`src/rtl/core/wsd_pkg.sv`:
```
`default_nettype none

package wsd_pkg;

  localparam logic [6:0] LenExt16 = 7'd126;
  localparam logic [6:0] LenExt64 = 7'd127;
  localparam logic [3:0] ExtBytes16 = 4'd2;
  localparam logic [3:0] ExtBytes64 = 4'd8;
  localparam logic [3:0] MaskBytes = 4'd4;

  typedef struct packed {
    logic       protocol_error;
    logic       message_end;
    logic       frame_end;
    logic       is_control;
    logic [3:0] message_opcode;
    logic       has_byte;
    logic [7:0] payload_byte;
  } res_t;

endpackage

`default_nettype wire

```
`src/rtl/core/wsd_parser.sv`:
```
`default_nettype none

module wsd_parser (
  input  var logic          clk_i,
  input  var logic          rst_ni,
  input  var logic          in_vld_i,
  input  var logic [7:0]    in_byte_i,
  output var logic          res_vld_o,
  output var wsd_pkg::res_t res_o
);
  import wsd_pkg::*;

  localparam logic [2:0] PhHdr0    = 3'd0;
  localparam logic [2:0] PhHdr1    = 3'd1;
  localparam logic [2:0] PhExtLen  = 3'd2;
  localparam logic [2:0] PhMask    = 3'd3;
  localparam logic [2:0] PhPayload = 3'd4;
  localparam logic [2:0] PhLocked  = 3'd5;

  logic [2:0]  phase_q, phase_d;
  logic        fin_q, fin_d;
  logic [3:0]  fop_q, fop_d;
  logic        mask_q, mask_d;
  logic [3:0]  hbl_q, hbl_d;
  logic [63:0] left_q, left_d;
  logic [31:0] key_q, key_d;
  logic [1:0]  midx_q, midx_d;
  logic        frag_q, frag_d;
  logic [3:0]  first_q, first_d;

  logic        after_len;
  logic        hdr_done;
  logic [6:0]  len7;
  logic [7:0]  key_byte;

  always_comb begin
    phase_d   = phase_q;
    fin_d     = fin_q;
    fop_d     = fop_q;
    mask_d    = mask_q;
    hbl_d     = hbl_q;
    left_d    = left_q;
    key_d     = key_q;
    midx_d    = midx_q;
    frag_d    = frag_q;
    first_d   = first_q;
    after_len = 1'b0;
    hdr_done  = 1'b0;
    res_vld_o = 1'b0;
    res_o     = '0;
    len7      = in_byte_i[6:0];
    key_byte  = mask_q ? key_q[{~midx_q, 3'b000} +: 8] : 8'h00;
    if (in_vld_i) begin
      unique case (phase_q)
        PhHdr0: begin
          if (|in_byte_i[6:4]) begin
            phase_d              = PhLocked;
            res_vld_o            = 1'b1;
            res_o.protocol_error = 1'b1;
          end else begin
            fin_d   = in_byte_i[7];
            fop_d   = in_byte_i[3:0];
            phase_d = PhHdr1;
          end
        end
        PhHdr1: begin
          mask_d = in_byte_i[7];
          if (len7 == LenExt16 || len7 == LenExt64) begin
            left_d  = '0;
            hbl_d   = (len7 == LenExt16) ? ExtBytes16 : ExtBytes64;
            phase_d = PhExtLen;
          end else begin
            left_d    = {57'd0, len7};
            after_len = 1'b1;
          end
        end
        PhExtLen: begin
          left_d = {left_q[55:0], in_byte_i};
          hbl_d  = hbl_q - 4'd1;
          if (hbl_d == 4'd0) begin
            after_len = 1'b1;
          end
        end
        PhMask: begin
          key_d = {key_q[23:0], in_byte_i};
          hbl_d = hbl_q - 4'd1;
          if (hbl_d == 4'd0) begin
            hdr_done = 1'b1;
          end
        end
        PhPayload: begin
          midx_d               = midx_q + 2'd1;
          left_d               = left_q - 64'd1;
          res_vld_o            = 1'b1;
          res_o.payload_byte   = in_byte_i ^ key_byte;
          res_o.has_byte       = 1'b1;
          res_o.is_control     = fop_q[3];
          res_o.message_opcode = fop_q[3] ? fop_q : first_q;
          res_o.frame_end      = (left_d == 64'd0);
          res_o.message_end    = (left_d == 64'd0) && fin_q;
          if (left_d == 64'd0) begin
            phase_d = PhHdr0;
          end
        end
        PhLocked: begin
          phase_d = PhLocked;
        end
        default: begin
          phase_d = PhLocked;
        end
      endcase
      if (after_len) begin
        if (mask_d) begin
          hbl_d   = MaskBytes;
          key_d   = '0;
          phase_d = PhMask;
        end else begin
          hdr_done = 1'b1;
        end
      end
      if (hdr_done) begin
        if (!fop_q[3]) begin
          if (!frag_q) begin
            first_d = fop_q;
          end
          frag_d = !fin_q;
        end
        midx_d = '0;
        if (left_d == 64'd0) begin
          phase_d              = PhHdr0;
          res_vld_o            = 1'b1;
          res_o.is_control     = fop_q[3];
          res_o.message_opcode = fop_q[3] ? fop_q : first_d;
          res_o.frame_end      = 1'b1;
          res_o.message_end    = fin_q;
        end else begin
          phase_d = PhPayload;
        end
      end
    end
  end

  always_ff @(posedge clk_i or negedge rst_ni) begin
    if (!rst_ni) begin
      phase_q <= PhHdr0;
      fin_q   <= 1'b0;
      fop_q   <= '0;
      mask_q  <= 1'b0;
      hbl_q   <= '0;
      left_q  <= '0;
      key_q   <= '0;
      midx_q  <= '0;
      frag_q  <= 1'b0;
      first_q <= '0;
    end else begin
      phase_q <= phase_d;
      fin_q   <= fin_d;
      fop_q   <= fop_d;
      mask_q  <= mask_d;
      hbl_q   <= hbl_d;
      left_q  <= left_d;
      key_q   <= key_d;
      midx_q  <= midx_d;
      frag_q  <= frag_d;
      first_q <= first_d;
    end
  end

endmodule

`default_nettype wire

```
`src/rtl/core/wsd_out_buf.sv`:
```
`default_nettype none

module wsd_out_buf (
  input  var logic          clk_i,
  input  var logic          rst_ni,
  input  var logic          push_i,
  input  var wsd_pkg::res_t push_data_i,
  output var logic          space_o,
  output var logic          out_vld_o,
  input  var logic          out_rdy_i,
  output var wsd_pkg::res_t out_data_o
);
  import wsd_pkg::*;

  res_t out_q;
  res_t skid_q;
  logic out_vld_q;
  logic skid_vld_q;
  logic pop;

  assign pop        = out_vld_q && out_rdy_i;
  assign space_o    = !skid_vld_q;
  assign out_vld_o  = out_vld_q;
  assign out_data_o = out_q;

  always_ff @(posedge clk_i or negedge rst_ni) begin
    if (!rst_ni) begin
      out_vld_q  <= 1'b0;
      skid_vld_q <= 1'b0;
    end else if (!out_vld_q || pop) begin
      if (skid_vld_q) begin
        out_vld_q  <= 1'b1;
        skid_vld_q <= 1'b0;
      end else begin
        out_vld_q <= push_i;
      end
    end else if (push_i) begin
      skid_vld_q <= 1'b1;
    end
  end

  always_ff @(posedge clk_i) begin
    if (!out_vld_q || pop) begin
      if (skid_vld_q) begin
        out_q <= skid_q;
      end else if (push_i) begin
        out_q <= push_data_i;
      end
    end else if (push_i) begin
      skid_q <= push_data_i;
    end
  end

endmodule

`default_nettype wire

```
`src/rtl/core/websocket_frame_deframer.sv`:
```
// websocket frame deframer, receive side after the opening handshake
// s_axis: one received stream byte per transaction in tdata[7:0]
// m_axis: zero or one result per input byte
//   tdata[7:0] unmasked payload byte (zero on an empty-frame marker)
//   tlast      last result of the frame
//   tuser      has_byte, message opcode, control flag, message end, protocol error
// header bytes produce no result; a zero-length frame produces one marker
// with has_byte low on its last header byte
// output: a result is registered in the output buffer before it is shown on m_axis
// throughput: one byte per cycle while s_axis_tready_o is high; the parser updates its
// state once per byte and its result goes to a two-entry output register
// receiver stall: the second output entry absorbs one more result, then
// s_axis_tready_o drops until m_axis takes a transaction
// reset clears the parser to expect a first header byte and empties the output;
// a frame with reserved bits set gives one protocol error result, after which
// bytes are still taken but no results appear until reset
`default_nettype none

module websocket_frame_deframer (
  input  var logic       clk_i,
  input  var logic       rst_ni,
  input  var logic       s_axis_tvalid_i,
  output var logic       s_axis_tready_o,
  input  var logic [7:0] s_axis_tdata_i,   // rx_byte
  output var logic       m_axis_tvalid_o,
  input  var logic       m_axis_tready_i,
  output var logic [7:0] m_axis_tdata_o,   // payload_byte
  output var logic       m_axis_tlast_o,   // frame_end
  output var logic [7:0] m_axis_tuser_o    // has_byte, message_opcode[3:0], is_control,
                                           // message_end, protocol_error
);
  import wsd_pkg::*;

  logic accept;
  logic res_vld;
  res_t res;
  res_t out_data;

  assign accept = s_axis_tvalid_i && s_axis_tready_o;

  wsd_parser u_parser (
    .clk_i     (clk_i),
    .rst_ni    (rst_ni),
    .in_vld_i  (accept),
    .in_byte_i (s_axis_tdata_i),
    .res_vld_o (res_vld),
    .res_o     (res)
  );

  wsd_out_buf u_out_buf (
    .clk_i       (clk_i),
    .rst_ni      (rst_ni),
    .push_i      (res_vld),
    .push_data_i (res),
    .space_o     (s_axis_tready_o),
    .out_vld_o   (m_axis_tvalid_o),
    .out_rdy_i   (m_axis_tready_i),
    .out_data_o  (out_data)
  );

  assign m_axis_tdata_o = out_data.payload_byte;
  assign m_axis_tlast_o = out_data.frame_end;
  assign m_axis_tuser_o = {out_data.protocol_error, out_data.message_end,
                           out_data.is_control, out_data.message_opcode,
                           out_data.has_byte};

endmodule

`default_nettype wire

```
`config.mk`:
```
export PLATFORM = sky130hd
export DESIGN_NAME = websocket_frame_deframer
export DESIGN_NICKNAME = d
export VERILOG_FILES = /design/src/rtl/core/wsd_pkg.sv /design/src/rtl/core/wsd_parser.sv /design/src/rtl/core/wsd_out_buf.sv /design/src/rtl/core/websocket_frame_deframer.sv
export SDC_FILE = /design/constraint.sdc
export NUM_CORES = 1
export LEC_CHECK = 0
export ABC_CLOCK_PERIOD_IN_PS = 7930
export BUFFER_PORTS_ARGS = -buffer_cell sky130_fd_sc_hd__buf_2
export CORE_AREA = 3 3 146 148
export CTS_CLUSTER_DIAMETER = 30
export DETAILED_ROUTE_END_ITERATION = 10
export DIE_AREA = 0 0 149 151
export GPL_TIMING_DRIVEN = 1
export PLACE_DENSITY_LB_ADDON = 0.15
export REMOVE_ABC_BUFFERS = 1
export SKIP_CTS_REPAIR_TIMING = 1
export SLEW_MARGIN = 20
export SYNTH_ARGS = -nofsm -noshare
export SYNTH_HDL_FRONTEND = slang
export SYNTH_SLANG_ARGS = --single-unit
```
`constraint.sdc`:
```
create_clock -name clk_i -period 7.93 [get_ports clk_i]
set_input_delay 0.3965 -clock clk_i [delete_from_list [all_inputs] [get_ports clk_i]]
set_output_delay 0.3965 -clock clk_i [all_outputs]
set_load 0.01 [all_outputs]
```
-- Yosys cells after proc, flatten, opt, wreduce, memory -nomap -nowiden
Cells that the tools add are included.
- register bits after elaboration: 152
- input port bits: 12
- output and inout bits: 19
- logic and storage cells: 115
- add/subtract/negate cells: 3
- equality and inequality tests: 6
- shifts and indexed selects: 1
- muxes and demuxes: 51
- bitwise logic cells: 5
- reductions and logical operators: 23
- operators with widths (kind ; count):
    $pmux W64 S3 ; 1
    $logic_not A64 Y1 ; 2
    $mux W32 ; 3
    $mux W64 ; 1
    $sub A64 B1 Y64 const B ; 1
    $mux W17 ; 3
    $mux W4 ; 8
    $shiftx A32 B6 Y8 ; 1
    $mux W3 ; 7
    $mux W7 ; 3
    $mux W1 ; 17
    $mux W16 ; 1
    $eq A7 B7 Y1 const B ; 2
    $pmux W3 S4 ; 1
    $mux W8 ; 1
    $pmux W4 S2 ; 1
    $reduce_and A2 Y1 ; 4
    $xor A8 B8 Y8 ; 1
    $eq A3 B2 Y1 const B ; 2
    $reduce_and A3 Y1 ; 2
    $reduce_bool A2 Y1 ; 3
    $logic_not A4 Y1 ; 1
    $mux W2 ; 2
    $pmux W1 S2 ; 2
    12 further kinds ; 19

-- Depth between registers and ports, before layout
- word-level depth: 11
- gate-level depth with buffers: 15
- gate-level depth less buffers: 12

-- By module
Synthesis repeated with hierarchy kept, for this count alone.
- cells, all modules: 1312
- area total of the unflattened synthesis: 11243.3 um2
- modules (own cells, without submodules) (module ; instances ; cells an instance ; area each (um2) ; sequential area each (um2)):
    wsd_parser ; 1 ; 1248 ; 9877.0 ; 2902.8
    wsd_out_buf ; 1 ; 63 ; 1360.1 ; 1071.0
    websocket_frame_deframer ; 1 ; 1 ; 6.3 ; 0.0

-- Worst setup path before layout
Ideal clock, no wire load.
- path type: register to register
- start: reg u_parser.left_q[0]
- end: reg u_out_buf.out_q, in the netlist u_out_buf.out_data_o[0], enable pin
- data arrival time: 4152 ps
- data required time: 7533 ps
- setup slack: 3381 ps
- stages on the path, launching flop included: 15
- cell sequence: dfrtp_1 -> buf_2 -> inv_1 -> ha_1 -> or4b_4 -> buf_6 -> nor2_8 -> nand3_4 -> or4_1 -> and3_1 -> nand4b_1 -> nor4_1 -> and3_1 -> o31ai_1 -> a21oi_1
- longest elaborated chain between the ends: 9
- ends and longest elaborated chain (item ; line ; RTL):
    start: declaration ; wsd_parser.sv:25 ; logic [63:0] left_q, left_d;
    start signal: assignment ; wsd_parser.sv:161 ; left_q <= left_d;
    $sub A64 B1 Y64 ; wsd_parser.sv:93 ; left_d = left_q - 64'd1;
    $pmux W64 S3 * ; wsd_parser.sv:54 ; unique case (phase_q)
    $mux W64 * ; wsd_parser.sv:53 ; if (in_vld_i) begin
    $logic_not A64 Y1 * ; wsd_parser.sv:129 ; if (left_d == 64'd0) begin
    $mux W1 * ; wsd_parser.sv:129 ;
    $mux W1 * ; wsd_parser.sv:121 ; if (hdr_done) begin
    $mux W1 * ; wsd_parser.sv:53 ;
    $reduce_bool A2 Y1 (no source line) * ; n/a ;
    $reduce_and A2 Y1 (no source line) * ; n/a ;
    end signal: assignment ; wsd_out_buf.sv:45 ; out_q <= skid_q;
    end signal: assignment ; wsd_out_buf.sv:47 ; out_q <= push_data_i;
    end: declaration ; wsd_out_buf.sv:15 ; res_t out_q;
Every way passes the cells marked *; elsewhere a longest branch is shown, timed or not. The select of a mux whose other input is x is not followed.
A chain may end at the register's enable or synchronous reset.

-- Worst setup path after layout
- start: reg u_parser.left_q[15]
- end: reg u_out_buf.skid_q[14] (netlist bit), enable pin
- longest elaborated chain between the ends: 8
- ends and longest elaborated chain (item ; line ; RTL):
    $sub A64 B1 Y64 ; wsd_parser.sv:93 ;
    $pmux W64 S3 * ; wsd_parser.sv:54 ;
    $mux W64 * ; wsd_parser.sv:53 ;
    $logic_not A64 Y1 * ; wsd_parser.sv:129 ;
    $mux W1 * ; wsd_parser.sv:129 ;
    $mux W1 * ; wsd_parser.sv:121 ;
    $mux W1 * ; wsd_parser.sv:53 ;
    $reduce_and A2 Y1 (no source line) * ; n/a ;
    end signal: assignment ; wsd_out_buf.sv:50 ; skid_q <= push_data_i;
    end: declaration ; wsd_out_buf.sv:16 ; res_t skid_q;
Marked as above.

==> out/metrics.csv <==
stage,metric,value,unit
outcome,status,finished clean,
floorplanning,Die ar.,22500,um^2
setup_path,Crit. End Element,flip-flop,
yosys,top-count cell post-synth,nand2_1,
power,Flop pwr share,29.0,%
power,Clk pwr share,19.5,%
floorplanning,Core ar.,20200,um^2
power,Leak,4.66,nW
yosys,Post-Syn Instances,1323,
yosys,Post-synth top flop,dfrtp_1,
power,pwr/cell area,364,nW/um^2
clocking,CTS H-tree depth,4,
floorplanning,die height,151,um
run,max-cap violations,0,
setup_path,r2r setup slk,2.54,ns
placed_design,PortBufs,30,
clocking,CTS Sinks,152,
sta,Final Critical Period,5.39,ns
yosys,count of cell types in the netlist,88,
sta,Rel. slew slack,23.2,%
detailed_routing,DR WL/cell,27.2,um
layout,final cell count without fillers,1556,
sta,Tcrit/Tclk final,68.0,%
detailed_routing,# DRC,0,
floorplanning,number of top-level pins,31,
yosys,Post-Syn Area,11000,um^2
global_route,vias in the first global route,10475,
yosys,synth warn,0,
yosys,largest area contributor in the netlist,dfrtp_1,
placed_design,hpwl dp,29000,um
detailed_routing,First DRT Iteration DRCs,1709,
setup_path,"Req. time, crit path",7.99,ns
sta,unrepaired setup endpoints after global routing,no,
detailed_routing,Post-DRT Antenna Nets,0,
sta,Final Hold Slack,0.289,ns
sta,fmax,0.186,GHz
detailed_routing,vias,11369,
global_route,largest net degree at the start of global routing,80,
floorplanning,die width,149,um
sta,Fin. Hold Viols,0,
placed_design,gpl congestion,1.03,
sta,skew final,0.0136,ns
global_route,initial antenna violation count,1,
yosys,Synth top cells by count,"153 x nand2_1, 118 x dfrtp_1, 106 x o21ai_0, 105 x clkbuf_1, 85 x nor2_1",
layout,ANT cells,0,
clocking,Clock Latency Late Sink,0.44,ns
worst_hold_path,Hold Path Class,in -> async,
yosys,top cell type's share of synthesized area,26.9,%
layout,final core utilization,58.5,%
yosys,mean post-synth cell area,8.29,um^2
clocking,Root Driver,clkbuf_16,
sta,final setup fails,0,
power,logic gate share of total power,51.5,%
global_route,first-pass GRT wire length,64900,um
power,Net Sw Frac,51.6,%
layout,area grow syn2layout,7.48,%
clocking,"CTS clk-pin slew, worst paths",0.07,ns
placed_design,placed cells,1523,
clocking,CTS tree,done,
sta,setup TNS,0,ns
detailed_routing,drt first pass iters,9,
layout,layout cells sized above 1,11.2,%
yosys,register area share after synthesis,36.2,%
floorplanning,Starting Density,54.4,%
power,switching power,2.21,mW
setup_path,"Max FO, Critical Path",18,
power,internal power,2.07,mW
global_route,global route total overflow,0,
clocking,CTS Buffer Depth,2,
floorplanning,FP Rows,52,
yosys,ranking of synthesized cells by area,"dfrtp_1 27%, edfxtp_1 9.3%, nand2_1 5.2%, o21ai_0 4.8%, clkbuf_1 3.6%",
setup_path,"Arr. time, crit path",5.45,ns
sta,worst slew pin tran,1.14,ns
yosys,share of flip-flops with an asynchronous set or reset,77.6,%
setup_path,startpoint class of the critical path,flip-flop,
setup_path,Worst Setup Path Type,reg -> reg,
yosys,number of synthesized flops with an enable pin,34,
yosys,Yosys reg bits,152,
detailed_routing,final wirelength,42400,um
detailed_routing,DR vias/cell,7.31,
global_route,total track usage,37.7,%
power,peak supply drop,0.404,mV
sta,fin. max-slew vios,0,
layout,nets,1289,
clocking,clock buffer count from CTS,17,
==> per-stage QoR <==
step                      instance area (um^2)  total power [mW]  setup WS (ns)
after floorplan                          10500              2.52           1.71
after global placement                   11200              3.34           2.80
after detailed placement                 11200              3.33           2.80
after CTS                                11800              4.16           2.77
after global routing                     11800              4.45           2.36
final                                    11800              4.29           2.54
==> kinds of logic after synthesis <==
kind of cell	share of synthesized area (%)
simple gates	26.4
xor+xnor	2.87
compound gates	25.4
flops	36.2
fa+ha+maj	0.912
buf+inv	5.85
mux	2.35
==> placed cells by master (no fill, tap or decap), types with 12 or more instances in the layout <==
cell type,count
nand2_1,151
dfrtp_1,117
o21ai_0,106
nor2_1,84
a21oi_1,68
nor3_1,49
a22o_1,44
nand3_1,39
nor4_1,37
inv_1,34
edfxtp_1,34
nand4_1,31
buf_2,29
buf_4,28
and3_1,24
a31oi_1,22
xnor2_1,19
xor2_1,17
clkbuf_16,17
a22oi_1,16
o22ai_1,16
or4_1,15
a21o_1,13
o31ai_1,13
or3_1,12
==> critical path: stages, from the launching register on <==
cell and delay [ns]:
dfrtp_1 0.49, nor3_1 0.55, nand4_1 0.74, nor3_2 0.35
buf_4 0.30, a21oi_1 0.10, a211oi_1 0.63, nand3_1 0.22
nor4_1 0.60, and3_1 0.34, o311a_1 0.69
==> worst paths after layout <==
check	start	end	depth (start not counted)
worst max register to register	u_parser.left_q[15]	u_out_buf.skid_q[14]	10
worst min-delay path	rst_ni	u_out_buf.skid_vld_q	2
min in group clk_i	s_axis_tdata_i[7]	u_parser.mask_q	3
worst min register to register	u_parser.key_q[24]	u_parser.key_q[24]	1
worst max-delay path	u_parser.left_q[15]	u_out_buf.skid_q[14]	10
max in group asynchronous	rst_ni	u_parser.phase_q[1]	4
==> power by group through the flow <==
stage	registers (mW)	clock network, mW	logic (mW)
final	1.24	0.837	2.21
after global routing	1.26	0.873	2.31
after CTS	1.22	0.838	2.10
after detailed placement	1.24	0	2.09
after global placement	1.23	0	2.11
after floorplan	1.15	0	1.38
==> routing by layer <==
metal | up-vias | GRT usage (%) | part of all wire, %
met5 | - | 0 | 0.031
met4 | 2 | 14.9 | 4.3
met3 | 163 | 9.04 | 12
met2 | 831 | 55.2 | 43
met1 | 5452 | 54.3 | 41
li1 | 4921 | - | -
==> registers in the layout, indices dropped and copies added (netlist names) <==
signal and flops:
u_parser.key_q 32, u_out_buf.out_vld_o 1, u_parser.hbl_q 4, u_parser.fop_q 4, u_parser.midx_q 2, u_parser.fin_q 1, u_parser.frag_q 1, u_out_buf.skid_vld_q 1
u_parser.left_q 64, u_parser.first_q 4, u_parser.phase_q 3, u_out_buf.skid_q 17, u_out_buf.out_data_o 17, u_parser.mask_q 1
==> layout make-up <==
class	instances	area (um^2)
Inverter	34	128
Multi-Input combinational cell	1009	6390
Clock buffer	18	429
Fill cell	1824	8370
Tap cell	270	338
Sequential cell	152	3980
Clock inverter	14	159
Timing Repair Buffer	59	377
Power figures use the tool's default switching activity.
